**src/hdl/stbs_pkg.sv**
```systemverilog
// Shared types and constants for the sorted table binary search unit.
// Depends on nothing; every other file refers to it by scoped names.

package stbs_pkg;

  // Input opcodes
  localparam logic [1:0] OP_CLEAR = 2'd0;
  localparam logic [1:0] OP_LOAD  = 2'd1;
  localparam logic [1:0] OP_QUERY = 2'd2;

  // Result status codes
  localparam logic [2:0] ST_LOADED   = 3'd0;
  localparam logic [2:0] ST_FULL     = 3'd1;
  localparam logic [2:0] ST_CLEARED  = 3'd2;
  localparam logic [2:0] ST_FOUND    = 3'd3;
  localparam logic [2:0] ST_NOTFOUND = 3'd4;

  // Depth of the command queue between front and back
  localparam int CMD_Q_DEPTH = 2;

  typedef struct packed {
    logic [1:0]         opcode;
    logic signed [31:0] value;
  } in_item_t;

  typedef struct packed {
    logic [2:0] status;
    logic [7:0] position;
  } out_item_t;

  typedef enum logic [1:0] {
    CMD_CLEAR,
    CMD_LOAD,
    CMD_QUERY
  } cmd_kind_t;

  typedef struct packed {
    cmd_kind_t          kind;
    logic signed [31:0] value;
  } cmd_t;

  typedef enum logic [2:0] {
    ENG_IDLE,
    ENG_INS_CMP,
    ENG_INS_WR,
    ENG_SRCH_RD,
    ENG_SRCH_CMP,
    ENG_RESP
  } eng_state_t;

endpackage

```
**src/hdl/stbs_cmd_fifo.sv**
```systemverilog
// Short command queue between the front stage and the search engine.
// Depends on stbs_pkg.

module stbs_cmd_fifo (
  input  logic           clk,
  input  logic           rst_n,
  input  logic           push,
  input  stbs_pkg::cmd_t push_data,
  output logic           full,
  input  logic           pop,
  output logic           not_empty,
  output stbs_pkg::cmd_t pop_data
);

  localparam int D     = stbs_pkg::CMD_Q_DEPTH;
  localparam int PTR_W = (D > 1) ? $clog2(D) : 1;
  localparam int CNT_W = $clog2(D + 1);
  localparam logic [PTR_W-1:0] LAST = PTR_W'(D - 1);
  localparam logic [CNT_W-1:0] FULL_C = CNT_W'(D);

  stbs_pkg::cmd_t   q_r [D];
  logic [PTR_W-1:0] wr_ptr_r, rd_ptr_r;
  logic [CNT_W-1:0] fill_r;
  logic             do_push, do_pop;

  assign full      = (fill_r == FULL_C);
  assign not_empty = (fill_r != '0);
  assign pop_data  = q_r[rd_ptr_r];
  assign do_push   = push && !full;
  assign do_pop    = pop && not_empty;

  always_ff @(posedge clk) begin
    if (!rst_n) begin
      wr_ptr_r <= '0;
      rd_ptr_r <= '0;
      fill_r   <= '0;
    end else begin
      if (do_push) begin
        wr_ptr_r <= (wr_ptr_r == LAST) ? '0 : wr_ptr_r + 1'b1;
      end
      if (do_pop) begin
        rd_ptr_r <= (rd_ptr_r == LAST) ? '0 : rd_ptr_r + 1'b1;
      end
      if (do_push && !do_pop) begin
        fill_r <= fill_r + 1'b1;
      end else if (do_pop && !do_push) begin
        fill_r <= fill_r - 1'b1;
      end
    end
  end

  always_ff @(posedge clk) begin
    if (do_push) begin
      q_r[wr_ptr_r] <= push_data;
    end
  end

endmodule

```
**config.mk**
```make
export PLATFORM = sky130hd
export DESIGN_NAME = stbs_cmd_fifo
export DESIGN_NICKNAME = d
export VERILOG_FILES = /design/src/hdl/stbs_pkg.sv /design/src/hdl/stbs_cmd_fifo.sv
export SDC_FILE = /design/constraint.sdc
export NUM_CORES = 1
export LEC_CHECK = 0
export ABC_AREA = 1
export BUFFER_PORTS_ARGS = -buffer_cell sky130_fd_sc_hd__buf_2
export CAP_MARGIN = 15
export CORE_MARGIN = 2
export CORE_UTILIZATION = 52
export CTS_CLUSTER_DIAMETER = 60
export DETAILED_ROUTE_END_ITERATION = 12
export HOLD_SLACK_MARGIN = 0.08
export MAX_ROUTING_LAYER = met4
export PLACE_DENSITY = 0.86
export SLEW_MARGIN = 30
export SYNTH_ARGS = -nofsm -noshare
export SYNTH_HDL_FRONTEND = slang
export SYNTH_SLANG_ARGS = --single-unit
export TNS_END_PERCENT = 30
```
**constraint.sdc**
```tcl
create_clock -name clk -period 3.2 [get_ports clk]
set_input_delay 0.32 -clock clk [delete_from_list [all_inputs] [get_ports clk]]
set_output_delay 0.32 -clock clk [all_outputs]
set_load 0.03 [all_outputs]
```
==> impl_metrics.toml, run 1 <==
[clock_tree]
clock_latency_ns = 0.34
cts_resized = 0
clk_pin_slew_ns = 0.07
cts_num_sinks = 73
cts_setup_buffers = 0
cts-htree-levels = 3
cts_buffers = 9
cts-root-buf = "clkbuf_8"
hold_buffers = 0
cts_tree = "done"
cts_buffer_depth = 2

[setup_path]
rr_worst_depth = 3
r2r_slack_ns = 1.62
critPathSlowestCell = "dfxtp_2"
worst-path-buf-inv = 2
path_class = "reg -> out"
cp_cell_sequence = "buf_4, mux2_4, buf_2"
path_depth = 3
slowest_delay_ns = 0.71
critPathTopFamily = "flip-flops"
cp.arrival_ns = 1.98
cp-endpoint = "pop_data[10]"
critPathMaxFanout = 19
r2r-start = "fill_r[0]$_SDFFE_PN0P_"
cp_data_required_time_ns = 2.88
rr_endpoint = "q_r[0][29]$_DFFE_PP_"
start_kind = "flop"
end_kind = "output pin"

[synthesis]
syn_inst = 143
ys_warn_count = 0
syn-num-nets = 182
yosysTopAreaCellShare_pct = 71.5
ys_seq_area_share_pct = 75.1
postSynthAreaPerCell_um2 = 20.0
synth-seq-cells = 73
synth_area_leaders = "edfxtp_1, mux2_4, dfxtp_1"
synth_top_area_cell = "edfxtp_1"
synth_cell_type_count = 16
syn-cell-area_um2 = 2850

[detailed_routing]
wl_met1_mm = 1.84
drcViolationCount = 0
wl_met2_mm = 2.52
final_antenna_net_count = 0
dr_wl_met3_um = 199
totalWireLength_mm = 4.68
drt_iter0_drc = 89
routed.top_layer = "met4"
vias = 1457
drt_pass1_iterations = 3
wl_per_cell_um = 15.6
routed_via_density = 4.84

[run]
maxCapViolCount = 0

[global_routing]
grt_max_degree = 35
antenna_found_initial = 0
grtUsageTotal_pct = 16.5
grt_pass1_wl_mm = 6.96
first_global_vias = 1503
overflow = 0

[final_layout]
num-fill-cells = 373
multi_input_area_um2 = 626
drive_gt1_share_pct = 56.3
seq_area_um2 = 2140
nNetsFinal = 265
syn_to_final_growth_pct = 24.6
num_antenna_cells = 0
final_cells = 301

[sta]
setup_viol = 0
layout_min_cycle_time_ns = 2.30
slew_headroom_pct = 61.4
worst_pin_slew_ns = 0.579
hold_viol_final = 0
timing.fmax_mhz = 435
rsz0062_at_grt = "no"
fin_skew_ns = 0.00695
fin_crit_sh_pct = 71.8
slew_violations = 0
finalSetupTns_ns = 0

[power_and_ir_drop]
vdd_ir_drop_max_v = 0.000585
powerDensity_nw_per_um2 = 857
power_leakage_uw = 0.00144
total_power_uw = 3050

[floorplan]
ios = 74
die_area_um2 = 6100
rows = 26
dieWidth_um = 78.1
core_um2 = 5200
chipHeight_um = 78.1
start_util_pct = 54.8

[placed_design]
globalplace.congestion = 0.764
dp_hpwl_mm = 3.10
dp.cells = 283
port_buffers = 73

[status]
outcome = "finished clean"

[worst_hold_path]
holdCritPathClass = "in -> reg"
## report_power, final
| group | internal, µW | switching, µW |
|---|---|---|
| clock | 535 | 321 |
| sequential | 1210 | 79.7 |
| combinational | 364 | 538 |
| total | 2110 | 940 |
## cell families (layout without fill, tap and decap cells)
logic type | Yosys count | in the layout | synth area share (%)
flops | 73 | 73 | 75.1
mux | 34 | 34 | 17.4
simple gates | 18 | 18 | 2.50
buf+inv | 12 | 100 | 3.55
compound gates | 5 | 5 | 1.10
fa+ha+maj | 1 | 1 | 0.438
## synth_stat cells (all sizes together)
cell	n
dfxtp	5
edfxtp	68
inv	8
nand4	1
nor2	9
a21oi	1
buf	4
o21ai	3
mux2	34
nand3	1
nand2	7
ha	1
o21a	1
## worst min path at each step
stage / start / to / cells past startpoint
2_1_floorplan: push_data[0] / q_r[0][0]$_DFFE_PP_ / 0
3_3_place_gp: rd_ptr_r$_SDFFE_PN0P_ / rd_ptr_r$_SDFFE_PN0P_ / 2
3_5_place_dp: rd_ptr_r$_SDFFE_PN0P_ / flop / 2
4_1_cts: push_data[17] / q_r[1][17]$_DFFE_PP_ / 1
5_1_grt: push_data[32] / q_r[0][32]$_DFFE_PP_ / 1
6_report: push_data[11] / q_r[0][11]$_DFFE_PP_ / 1
## placed cells by master (no fill, tap or decap), types with 2 or more instances in the layout
cell        n
nand2_1     7
buf_16      2
inv_1       8
bufinv_16   3
clkinv_2    3
clkbuf_8   10
nor2_4      2
o21ai_0     2
edfxtp_1   68
nor2_1      7
mux2_4     30
dfxtp_1     4
mux2_2      4
buf_2      73
## sequential cells by signal, summed over array words and instances (netlist names), named ones only
signal and cells:
wr_ptr_r 1, fill_r 2, q_r 68, rd_ptr_r 1
## layer usage
metal  up-vias  track usage, %
met3         9            3.45
met5         -               -
met1       701            16.6
li1        702               -
met2        45            28.9
met4         0            11.1
## final cells by class
class	instances	area share [%]
inverter	8	0.844
multi-input combinational	58	17.6
clock buffer	10	3.87
clock inverter	6	2.95
timing repair buffer	76	12.0
tap	70	2.46
sequential	73	60.3
## worst register-to-register path, delay by kind of cell (launching register included)
family                 cells  cell delay, ns
AND/OR/NAND/NOR            1            0.47
buffers and inverters      1            0.23
flip-flops                 1            0.43
AO/OA/AOI/OAI              1            0.16
## metrics by stage
step | worst slack [ns] | utilization [%] | cell area, µm² | hold slack, ns
floorplan | 0.848 | - | 2850 | 0.419
global placement | 1.25 | 62.6 | 3260 | 0.479
detailed placement | 1.23 | 62.6 | 3260 | 0.500
CTS | 0.854 | 67.3 | 3500 | 0.150
global route | 0.804 | 68.3 | 3560 | 0.154
finish | 0.902 | 68.3 | 3560 | 0.167
Power figures use the tool's default switching activity.
==> run 2, diff against run 1 <==
==> constraint.sdc (replaced) <==
create_clock -name clk -period 2.2 [get_ports clk]
set_input_delay 0.22 -clock clk [delete_from_list [all_inputs] [get_ports clk]]
set_output_delay 0.22 -clock clk [all_outputs]
set_load 0.03 [all_outputs]
==> impl_metrics.toml, run 2 (synthesis results as in run 1) <==
[setup_path]
cp_data_required_time_ns = 1.98
end_kind = "output pin"
r2r_slack_ns = 0.60
start_kind = "flop"
rr_worst_depth = 6
rr_endpoint = "fill_r[0]$_SDFFE_PN0P_"
path_class = "reg -> out"
critPathMaxFanout = 24
r2r-start = "fill_r[1]$_SDFFE_PN0P_"
cp.arrival_ns = 1.73

[final_layout]
syn_to_final_growth_pct = 34.5
seq_area_um2 = 2140
drive_gt1_share_pct = 48.9
most-common-layout-cells = "buf_2, edfxtp_1, dlygate4sd3_1, mux2_4, clkbuf_8"
reg_top3 = "q_r: 68 flops, fill_r: 2 flops"
final_common_cell = "buf_2"
nNetsFinal = 296
regMostFlops = "q_r"
num-fill-cells = 344
largest_reg_flops = 68
multi_input_area_um2 = 626
num_antenna_cells = 0
final_area_um2 = 3840

[placed_design]
port_buffers = 73
place_area_um2 = 3290
dp_hpwl_mm = 3.14
place_ws_ns = 0.442
globalplace.congestion = 0.678

[power_and_ir_drop]
power_leakage_uw = 0.00155
powerDensity_nw_per_um2 = 1130
vdd_ir_drop_max_v = 0.000903

[floorplan]
rows = 26
core_um2 = 5200
dieWidth_um = 78.1
chipHeight_um = 78.1
die_area_um2 = 6100
start_util_pct = 54.8
ios = 74

[detailed_routing]
vias = 1561
drt_iter0_drc = 43
final_antenna_net_count = 0
drt_pass1_iterations = 4
totalWireLength_mm = 5.08
wl_per_cell_um = 15.3
routed_via_density = 4.70
drcViolationCount = 0

[clock_tree]
cts-htree-levels = 3
clock_latency_ns = 0.34
cts_num_sinks = 73
clk_pin_slew_ns = 0.07
cts_tree = "done"
cts-root-buf = "clkbuf_8"
cts_buffers = 9
cts_buffer_depth = 2

[worst_hold_path]
hold_depth = 1
whs_endpoint = "q_r[0][10]$_DFFE_PP_"
hp-start = "push_data[10]"
holdCritPathClass = "in -> reg"

[status]
outcome = "finished clean"

[global_routing]
antenna_found_initial = 0
first_global_vias = 1628
met3_usage_pct = 3.79
met2_usage_pct = 31.2
grt_pass1_wl_mm = 7.69
grtUsageTotal_pct = 18.2
top_usage_layer = "met2"
grt_util_met1_pct = 19.6
overflow = 0
grt_max_degree = 35

[sta]
rsz0062_at_grt = "no"
fin_skew_ns = 0.0106
worst_pin_slew_ns = 0.399
fin_crit_sh_pct = 88.6
setup_viol = 0
timing.fmax_mhz = 513
layout_setup_ws_ns = 0.251
layout_min_cycle_time_ns = 1.95
slew_violations = 0
slew_headroom_pct = 73.3
hold_viol_final = 0

[run]
maxCapViolCount = 0
==> run 2: worst max-delay path, cell delays in order (launching register included) <==
cell and delay, ns:
dfxtp_2 0.58, buf_12 0.26, mux2_2 0.36, buf_2 0.18
==> run 2: report_power, final <==
part | switching, µW | internal [µW] | total, µW | leakage [µW]
Sequential | 98.4 | 1760 | 1860 | 0.000676
Combinational | 817 | 570 | 1390 | 0.000768
Clock | 469 | 626 | 1100 | 0.000104
==> run 2: timing repair <==
action | in CTS | in global routing
buffers inserted | 0 | 0
hold buffers | 31 | 0
hold endpoints to repair | 62 | 0
gates resized for setup | 0 | 0
==> run 2: how the worst max path moves through the flow <==
stage                                     end  slack [ns]  cells past startpoint
after floorplan           q_r[1][0]$_DFFE_PP_       -0.15                      3
after global placement    q_r[1][2]$_DFFE_PP_        0.52                      3
after detailed placement  q_r[1][2]$_DFFE_PP_        0.44                      2
after CTS                        pop_data[11]        0.21                      3
after global routing             pop_data[19]        0.16                      3
final                            pop_data[11]        0.25                      3
==> run 2: routing by layer <==
| layer | up-vias | part of all wire (%) |
|---|---|---|
| li1 | 763 | - |
| met1 | 736 | 39 |
| met2 | 53 | 54 |
| met3 | 9 | 4.2 |
| met4 | 0 | 2.4 |
| met5 | - | 0 |
==> run 2: final cells by class <==
class                           instances  area share (%)
Sequential cell                        73            55.8
Multi-Input combinational cell         58            16.3
Tap cell                               70            2.28
Inverter                                8           0.782
Clock inverter                          7            2.22
Clock buffer                            9            3.23
Timing Repair Buffer                  107            19.4
==> run 2: through the flow <==
stage               utilization, %  std cells  hold WS (ns)  setup TNS (ns)  power (µW)
floorplan                        -        143         0.319          -10.34        2920
global placement              63.2        284         0.408               0        3180
detailed placement            63.2        284         0.412               0        3220
CTS                           73.2        331        0.0812               0        4360
global route                  73.8        332        0.0867               0        4530
finish                        73.8        332        0.0976               0        4340
