**config.mk**
```make
export PLATFORM = sky130hd
export DESIGN_NAME = stbs_front
export DESIGN_NICKNAME = d
export VERILOG_FILES = /design/src/hdl/stbs_pkg.sv /design/src/hdl/stbs_front.sv
export SDC_FILE = /design/constraint.sdc
export NUM_CORES = 1
export LEC_CHECK = 0
export ABC_AREA = 0
export BUFFER_PORTS_ARGS = -buffer_cell sky130_fd_sc_hd__buf_4
export CORE_ASPECT_RATIO = 0.75
export CORE_UTILIZATION = 30
export DETAILED_ROUTE_END_ITERATION = 7
export GPL_ROUTABILITY_DRIVEN = 0
export HOLD_SLACK_MARGIN = 0.12
export PLACE_DENSITY = 0.68
export REMOVE_ABC_BUFFERS = 1
export SYNTH_ARGS = -nofsm -noshare
export SYNTH_HDL_FRONTEND = slang
export SYNTH_SLANG_ARGS = --single-unit
```
**constraint.sdc**
```tcl
create_clock -name clk -period 1.8 [get_ports clk]
set_input_delay 0.09 -clock clk [delete_from_list [all_inputs] [get_ports clk]]
set_output_delay 0.09 -clock clk [all_outputs]
set_load 0.05 [all_outputs]
```
**src/hdl/stbs_pkg.sv**
```systemverilog
// Shared types and constants for the sorted table binary search unit.
// Depends on nothing; every other file refers to it by scoped names.

package stbs_pkg;

  // Input opcodes
  localparam logic [1:0] OP_CLEAR = 2'd0;
  localparam logic [1:0] OP_LOAD  = 2'd1;
  localparam logic [1:0] OP_QUERY = 2'd2;

  // Result status codes
  localparam logic [2:0] ST_LOADED   = 3'd0;
  localparam logic [2:0] ST_FULL     = 3'd1;
  localparam logic [2:0] ST_CLEARED  = 3'd2;
  localparam logic [2:0] ST_FOUND    = 3'd3;
  localparam logic [2:0] ST_NOTFOUND = 3'd4;

  // Depth of the command queue between front and back
  localparam int CMD_Q_DEPTH = 2;

  typedef struct packed {
    logic [1:0]         opcode;
    logic signed [31:0] value;
  } in_item_t;

  typedef struct packed {
    logic [2:0] status;
    logic [7:0] position;
  } out_item_t;

  typedef enum logic [1:0] {
    CMD_CLEAR,
    CMD_LOAD,
    CMD_QUERY
  } cmd_kind_t;

  typedef struct packed {
    cmd_kind_t          kind;
    logic signed [31:0] value;
  } cmd_t;

  typedef enum logic [2:0] {
    ENG_IDLE,
    ENG_INS_CMP,
    ENG_INS_WR,
    ENG_SRCH_RD,
    ENG_SRCH_CMP,
    ENG_RESP
  } eng_state_t;

endpackage

```
**src/hdl/stbs_front.sv**
```systemverilog
// Front stage: accepts input transactions, classifies the opcode, drops opcode 3.
// Depends on stbs_pkg.

module stbs_front (
  input  logic              clk,
  input  logic              rst_n,
  input  logic              in_valid,
  output logic              in_ready,
  input  stbs_pkg::in_item_t in_data,
  output logic              cmd_valid,
  input  logic              cmd_full,
  output stbs_pkg::cmd_t    cmd
);

  logic           front_valid_r, front_valid_nxt;
  stbs_pkg::cmd_t front_cmd_r, front_cmd_nxt;
  logic           keep;
  logic           accept;

  assign in_ready  = !front_valid_r || !cmd_full;
  assign accept    = in_valid && in_ready;
  assign cmd_valid = front_valid_r;
  assign cmd       = front_cmd_r;

  always_comb begin
    keep                = 1'b1;
    front_cmd_nxt       = front_cmd_r;
    front_cmd_nxt.value = in_data.value;
    unique case (in_data.opcode)
      stbs_pkg::OP_CLEAR: front_cmd_nxt.kind = stbs_pkg::CMD_CLEAR;
      stbs_pkg::OP_LOAD:  front_cmd_nxt.kind = stbs_pkg::CMD_LOAD;
      stbs_pkg::OP_QUERY: front_cmd_nxt.kind = stbs_pkg::CMD_QUERY;
      default: begin
        keep = 1'b0;
      end
    endcase
    front_valid_nxt = (front_valid_r && cmd_full) || (accept && keep);
  end

  always_ff @(posedge clk) begin
    if (!rst_n) begin
      front_valid_r <= 1'b0;
    end else begin
      front_valid_r <= front_valid_nxt;
    end
  end

  always_ff @(posedge clk) begin
    if (accept && keep) begin
      front_cmd_r <= front_cmd_nxt;
    end
  end

endmodule

```
==> flow_metrics.env, run 1 <==
export IMPL_outcome="finished with violations"
export IMPL_violations="design-rule violations"
export IMPL_whs_path_depth=3
export IMPL_cts_tree="built"
export IMPL_worst_slew_pin_slew_ps=253
export IMPL_worstHoldStart="in_valid"
export IMPL_place_area_mm2=0.00170
export IMPL_worstHoldEndpoint="cmd[1]"
export IMPL_dpl_hpwl_um=1690
export IMPL_switching_share=0.273
export IMPL_fin_crit_sh=0.820
export IMPL_diodes=0
export IMPL_synth_cell_type_count=6
export IMPL_fin_cells=201
export IMPL_core_area_mm2=0.00336
export IMPL_drive_gt1_frac=0.509
export IMPL_pre_cts_ws_ps=647
export IMPL_setup_tns_final_ps=0
export IMPL_port_buffers=73
export IMPL_power_density_mw_per_mm2=891
export IMPL_initial_core_util=0.323
export IMPL_syn_cell_area_mm2=0.00108
export IMPL_clk_latency_ps=290
export IMPL_dieArea_mm2=0.00385
export IMPL_h_tree_depth=2
export IMPL_fillers=252
export IMPL_setup_viol=0
export IMPL_ys_seq_elements=35
export IMPL_post_place_cells=157
export IMPL_grtUsageTotal=0.152
export IMPL_nets=198
export IMPL_antenna_found_initial=0
export IMPL_p_seq_frac=0.506
export IMPL_final_common_cell="buf_4"
export IMPL_setup_ws_ps=324
export IMPL_p_leak_nw=0.907
export IMPL_cts_clk_slew_worst_paths_ps=70
export IMPL_timing_critical_path_arrival_ps=1650
export IMPL_cts_root_buffer="clkbuf_8"
export IMPL_pwr_share_clk=0.287
export IMPL_avgViaCountPerCell=4.21
export IMPL_cp_required_ps=1970
export IMPL_overflow=0
export IMPL_dr_pass1_iters=5
export IMPL_drv_cap=0
export IMPL_vias=847
export IMPL_p_comb_frac=0.207
export IMPL_max_freq_mhz=678
export IMPL_drt_iter0_drc=27
export IMPL_start_kind="input pin"
export IMPL_multiInputGateArea_um2=41.3
export IMPL_final_cell_mix="buf_4, dlygate4sd3_1, edfxtp_1, clkbuf_8"
export IMPL_wl_um=2830
export IMPL_rows=18
export IMPL_hp_class="in2reg"
export IMPL_relSlewSlack=0.831
export IMPL_dieWidth_um=71.4
export IMPL_wl_per_cell_um=14.1
export IMPL_area_growth_pct=97.8
export IMPL_numCtsBuffers=5
export IMPL_drc=8
export IMPL_finalClockSkew_ps=6.42
export IMPL_avgSynthCellArea_um2=25.8
export IMPL_syn_inst=42
export IMPL_grt_pass1_vias=853
export IMPL_rsz0062_at_grt="no"
export IMPL_ant_nets=0
export IMPL_peakVddDrop_uv=556
export IMPL_clockBufferDepth=2
export IMPL_end_kind="flip-flop"
export IMPL_grt_max_degree=21
export IMPL_fp_dieH_um=54.0
export IMPL_p_switching_mw=0.521
export IMPL_yosysSeqAreaShare=0.962
export IMPL_crit_path_max_fanout=2
export IMPL_r2r_start="cmd_valid"
export IMPL_timing_rr_end="cmd_valid"
export IMPL_path_class="in2reg"
export IMPL_hold_viol_final=0
export IMPL_finalCriticalPeriod_ps=1480
export IMPL_slew_violations=0
export IMPL_ioPinCount=74
export IMPL_fin_hold_ws_ps=413
export IMPL_ff2ff_path_depth=3
export IMPL_grt_pass1_wl_um=3870
export IMPL_reg2reg_slack_ps=510
export IMPL_p_int_mw=1.39
export IMPL_yosysWarnings=0
export IMPL_postLayoutCellArea_mm2=0.00214
export IMPL_clock_sinks=35
export IMPL_seq_area_mm2=0.00104
==> power by group through the flow <==
stage | Sequential, mW | Clock, mW | Combinational (mW)
3_5_place_dp | 0.983 | 0 | 0.330
5_1_grt | 0.970 | 0.595 | 0.410
2_1_floorplan | 1.14 | 0 | 0.0245
6_report | 0.966 | 0.547 | 0.395
3_3_place_gp | 0.981 | 0 | 0.326
4_1_cts | 0.966 | 0.566 | 0.394
==> critical path, stage by stage <==
cell and delay (ps):
dlygate4sd3_1 540, buf_4 140, and3_1 170, a31o_1 170
dlygate4sd3_1 540
==> sequential cells by signal, summed over array words and instances (netlist names) <==
| name | flops |
|---|---|
| cmd | 34 |
| cmd_valid | 1 |
==> logic make-up (layout without fill, tap and decap cells) <==
group | after synthesis | count (layout) | share of synthesized area
DFF | 35 | 35 | 0.962
and+or+nand+nor | 6 | 6 | 0.0301
AOI/OAI and AO/OA | 1 | 1 | 0.00809
buffers and inverters | 0 | 119 | 0
==> final cells by class <==
| type | instances | area share |
|---|---|---|
| flip-flops and latches | 35 | 0.486 |
| well taps | 40 | 0.0234 |
| multi-input cells | 7 | 0.0193 |
| clock inverters | 2 | 0.00584 |
| repair buffers | 111 | 0.431 |
| clock buffers | 6 | 0.0339 |
==> synthesized netlist by cell type (all sizes together) <==
cell,n,area (um^2)
a31o,1,8.76
and3,2,12.5
dfxtp,1,20.0
edfxtp,34,1020
nand2,2,7.51
nor2b,2,12.5
==> worst max path at each step <==
stage / start / end / slack (ps) / cells past startpoint
floorplan: cmd_valid / cmd[0] / -480 / 2
global placement: cmd_valid / cmd[20] / 680 / 3
detailed placement: cmd_valid / cmd[20] / 650 / 3
CTS: rst_n / cmd_valid / 340 / 5
global route: rst_n / cmd_valid / 290 / 5
finish: rst_n / cmd_valid / 320 / 5
==> through the flow <==
step / util / power [mW]
floorplan: - / 1.17
global placement: 0.505 / 1.31
detailed placement: 0.505 / 1.31
CTS: 0.638 / 1.93
global route: 0.638 / 1.97
finish: 0.638 / 1.91
==> layer usage <==
layer	vias to the layer above	global-route usage	part of all wire
met1	391	0.141	0.36
met3	6	0.0843	0.12
met2	50	0.276	0.51
met5	-	0	0
li1	400	-	-
met4	0	0.0800	0.017
==> repair_timing <==
item                       in CTS  in global routing
buffers inserted                0                  0
gates resized for setup         0                  0
hold buffers                   36                  0
setup endpoints to repair       0                  0
hold endpoints to repair       35                  0
(Power assumes the default switching activity.)
==> run 2, diff against run 1 <==
--- a/config.mk
+++ b/config.mk
@@ -5,14 +5,14 @@
 export SDC_FILE = /design/constraint.sdc
 export NUM_CORES = 1
 export LEC_CHECK = 0
-export ABC_AREA = 0
+export ABC_AREA = 1
 export BUFFER_PORTS_ARGS = -buffer_cell sky130_fd_sc_hd__buf_4
 export CORE_ASPECT_RATIO = 0.75
 export CORE_UTILIZATION = 30
 export DETAILED_ROUTE_END_ITERATION = 7
 export GPL_ROUTABILITY_DRIVEN = 0
 export HOLD_SLACK_MARGIN = 0.12
-export PLACE_DENSITY = 0.68
+export PLACE_DENSITY = 0.71
 export REMOVE_ABC_BUFFERS = 1
 export SYNTH_ARGS = -nofsm -noshare
 export SYNTH_HDL_FRONTEND = slang
==> constraint.sdc (replaced) <==
create_clock -name clk -period 1.29 [get_ports clk]
set_input_delay 0.0645 -clock clk [delete_from_list [all_inputs] [get_ports clk]]
set_output_delay 0.0645 -clock clk [all_outputs]
set_load 0.05 [all_outputs]
==> run 2 against run 1 <==
  * The run still ends with design-rule violations left
  * First-iteration DRC count rose by 110%
  * Cell count grew 1.0%
  * Clock power grew 32%
  * Core utilization increased by 0.37 points
  * Critical path depth did not move
  * Die area shrank 0.11%
  * Synthesized area is 0.12% lower
  * Synthesized cell count grew 7.1%
  * Critical endpoint unchanged
  * Total power increased by 38%
  * Sequential power increased by 40%
==> flow_metrics.env, run 2 <==
export IMPL_outcome="finished with violations"
export IMPL_violations="design-rule violations"
export IMPL_drc=8
export IMPL_rows=18
export IMPL_largest_reg_flops=34
export IMPL_grt_max_degree=35
export IMPL_r2r_start="cmd_valid"
export IMPL_hp_class="in2reg"
export IMPL_wl_um=2730
export IMPL_switching_share=0.262
export IMPL_wl_per_cell_um=13.4
export IMPL_setup_tns_final_ps=0
export IMPL_yosysSeqAreaShare=0.963
export IMPL_fillers=255
export IMPL_crit_slowest_cell="dlygate4sd3_1"
export IMPL_place_area_mm2=0.00171
export IMPL_syn_inst=45
export IMPL_finalClockSkew_ps=2.85
export IMPL_ioPinCount=74
export IMPL_ant_nets=0
export IMPL_hold_viol_final=0
export IMPL_dieWidth_um=71.3
export IMPL_vias=846
export IMPL_rsz0062_at_grt="no"
export IMPL_crit_path_frequent_cell="dlygate4sd3_1"
export IMPL_path_class="in2reg"
export IMPL_antenna_found_initial=0
export IMPL_grt_pass1_wl_um=3860
export IMPL_area_growth_pct=99.2
export IMPL_synthTopCellsByArea="edfxtp_1, dfxtp_1, inv_1"
export IMPL_avgSynthCellArea_um2=24.0
export IMPL_core_area_mm2=0.00336
export IMPL_end_kind="flip-flop"
export IMPL_dr_pass1_iters=6
export IMPL_h_tree_depth=2
export IMPL_clock_sinks=35
export IMPL_postLayoutCellArea_mm2=0.00215
export IMPL_clockBufferDepth=2
export IMPL_final_cell_mix="buf_4, dlygate4sd3_1, edfxtp_1, clkbuf_8"
export IMPL_crit_path_max_incr_delay_ps=550
export IMPL_synthMostInstantiatedCell="edfxtp_1"
export IMPL_p_comb_frac=0.210
export IMPL_cts_root_buffer="clkbuf_8"
export IMPL_relSlewSlack=0.884
export IMPL_port_buffers=73
export IMPL_power_density_mw_per_mm2=1220
export IMPL_pwr_share_clk=0.276
export IMPL_nets=200
export IMPL_timing_critical_path_arrival_ps=1350
export IMPL_avgViaCountPerCell=4.17
export IMPL_max_freq_mhz=842
export IMPL_cp_cell_sequence="dlygate4sd3_1 -> buf_4 -> inv_1 -> a21oi_1 -> dlygate4sd3_1"
export IMPL_fin_hold_ws_ps=116
export IMPL_p_total_mw=2.63
export IMPL_crit_path_max_fanout=1
export IMPL_p_int_mw=1.94
export IMPL_cp_required_ps=1450
export IMPL_synth_common_cells="edfxtp_1, inv_1, nand2_1, a21oi_1, nor2_1"
export IMPL_start_kind="input pin"
export IMPL_drt_iter0_drc=58
export IMPL_grt_pass1_vias=866
export IMPL_peakVddDrop_uv=520
export IMPL_worstHoldStart="in_data[33]"
export IMPL_utilization=0.642
export IMPL_p_leak_nw=0.919
export IMPL_cts_clk_slew_worst_paths_ps=60
export IMPL_synth_top_area_share=0.944
export IMPL_ys_flop_type="edfxtp_1"
export IMPL_diodes=0
export IMPL_synth_cell_type_count=6
export IMPL_cts_tree="built"
export IMPL_critPathLaunch="rst_n"
export IMPL_ys_async_sr_fraction=0
export IMPL_clk_latency_ps=280
export IMPL_grtUsageTotal=0.146
export IMPL_numCtsBuffers=5
export IMPL_worst_slew_pin_slew_ps=175
export IMPL_drive_gt1_frac=0.503
export IMPL_cts_setup_buffers=0
export IMPL_slew_violations=0
export IMPL_initial_core_util=0.322
export IMPL_overflow=0
export IMPL_setup_viol=0
export IMPL_dieArea_mm2=0.00385
export IMPL_finalCriticalPeriod_ps=1190
export IMPL_p_seq_frac=0.514
export IMPL_fin_crit_sh=0.921
export IMPL_syn_cell_area_mm2=0.00108
export IMPL_fp_dieH_um=54.0
export IMPL_final_common_cell="buf_4"
export IMPL_synth_area_leader_cell="edfxtp_1"
export IMPL_ys_seq_elements=35
export IMPL_p_switching_mw=0.688
export IMPL_drv_cap=0
export IMPL_synth_edf_count=34
export IMPL_yosysWarnings=0
## run 2: cell types whose count changed after synthesis, sizes merged
| cell | previous run | this run |
|---|---|---|
| nand2 | 2 | 3 |
| inv | 0 | 3 |
| nor2b | 2 | 0 |
| a21oi | 0 | 2 |
| and3 | 2 | 0 |
| a31o | 1 | 0 |
| nor2 | 0 | 2 |
## run 2: area by class of cell
| type | count | area (um^2) | share of cell area |
|---|---|---|---|
| clock inverters | 1 | 5.00 | 0.00232 |
| repair buffers | 110 | 928 | 0.431 |
| inverters | 3 | 11.3 | 0.00523 |
| flip-flops and latches | 35 | 1040 | 0.484 |
| well taps | 40 | 50.0 | 0.0232 |
| clock buffers | 7 | 76.3 | 0.0354 |
| multi-input cells | 7 | 40.0 | 0.0186 |
## run 2: power by group through the flow
stage	Clock, mW	Sequential (mW)	Combinational [mW]
2_1_floorplan	0	1.60	0.0329
3_3_place_gp	0	1.37	0.457
3_5_place_dp	0	1.37	0.465
4_1_cts	0.753	1.35	0.555
5_1_grt	0.791	1.35	0.575
6_report	0.724	1.35	0.552
## run 2: final timing paths
| path | to | slack (ps) | cells after the start |
|---|---|---|---|
| min reg2reg | cmd[26] | 770 | 2 |
| max | cmd_valid | 100 | 5 |
| min | cmd[33] | 120 | 3 |
| max reg2reg | cmd_valid | 110 | 3 |
## run 2: logic make-up after synthesis
group	count (synthesis)	share of synthesized area
DFF	35	0.963
AOI/OAI and AO/OA	2	0.00926
and+or+nand+nor	5	0.0174
buffers and inverters	3	0.0104
## run 2: critical path: cells and delay by family
family,cells,cell delay [ps]
buf+inv,4,1250
compound gates,1,30
## run 2: layer usage
metal	up-vias	track usage	share of wire
li1	404	-	-
met1	385	0.140	0.32
met2	46	0.275	0.54
met3	11	0.0562	0.11
met4	0	0.0900	0.023
met5	-	0	0
## run 2: stage by stage
| stage | setup WS (ps) | cells |
|---|---|---|
| 4_1_cts | 24.7 | 204 |
| 5_1_grt | 59.4 | 203 |
| 2_1_floorplan | -1360 | 45 |
| 6_report | 102 | 203 |
| 3_3_place_gp | 291 | 159 |
| 3_5_place_dp | 246 | 159 |
## run 2: what timing repair did
action | in CTS | in global routing
hold buffers | 37 | 0
hold endpoints to repair | 35 | 0
setup endpoints to repair | 0 | 2
resized for setup | 0 | 1
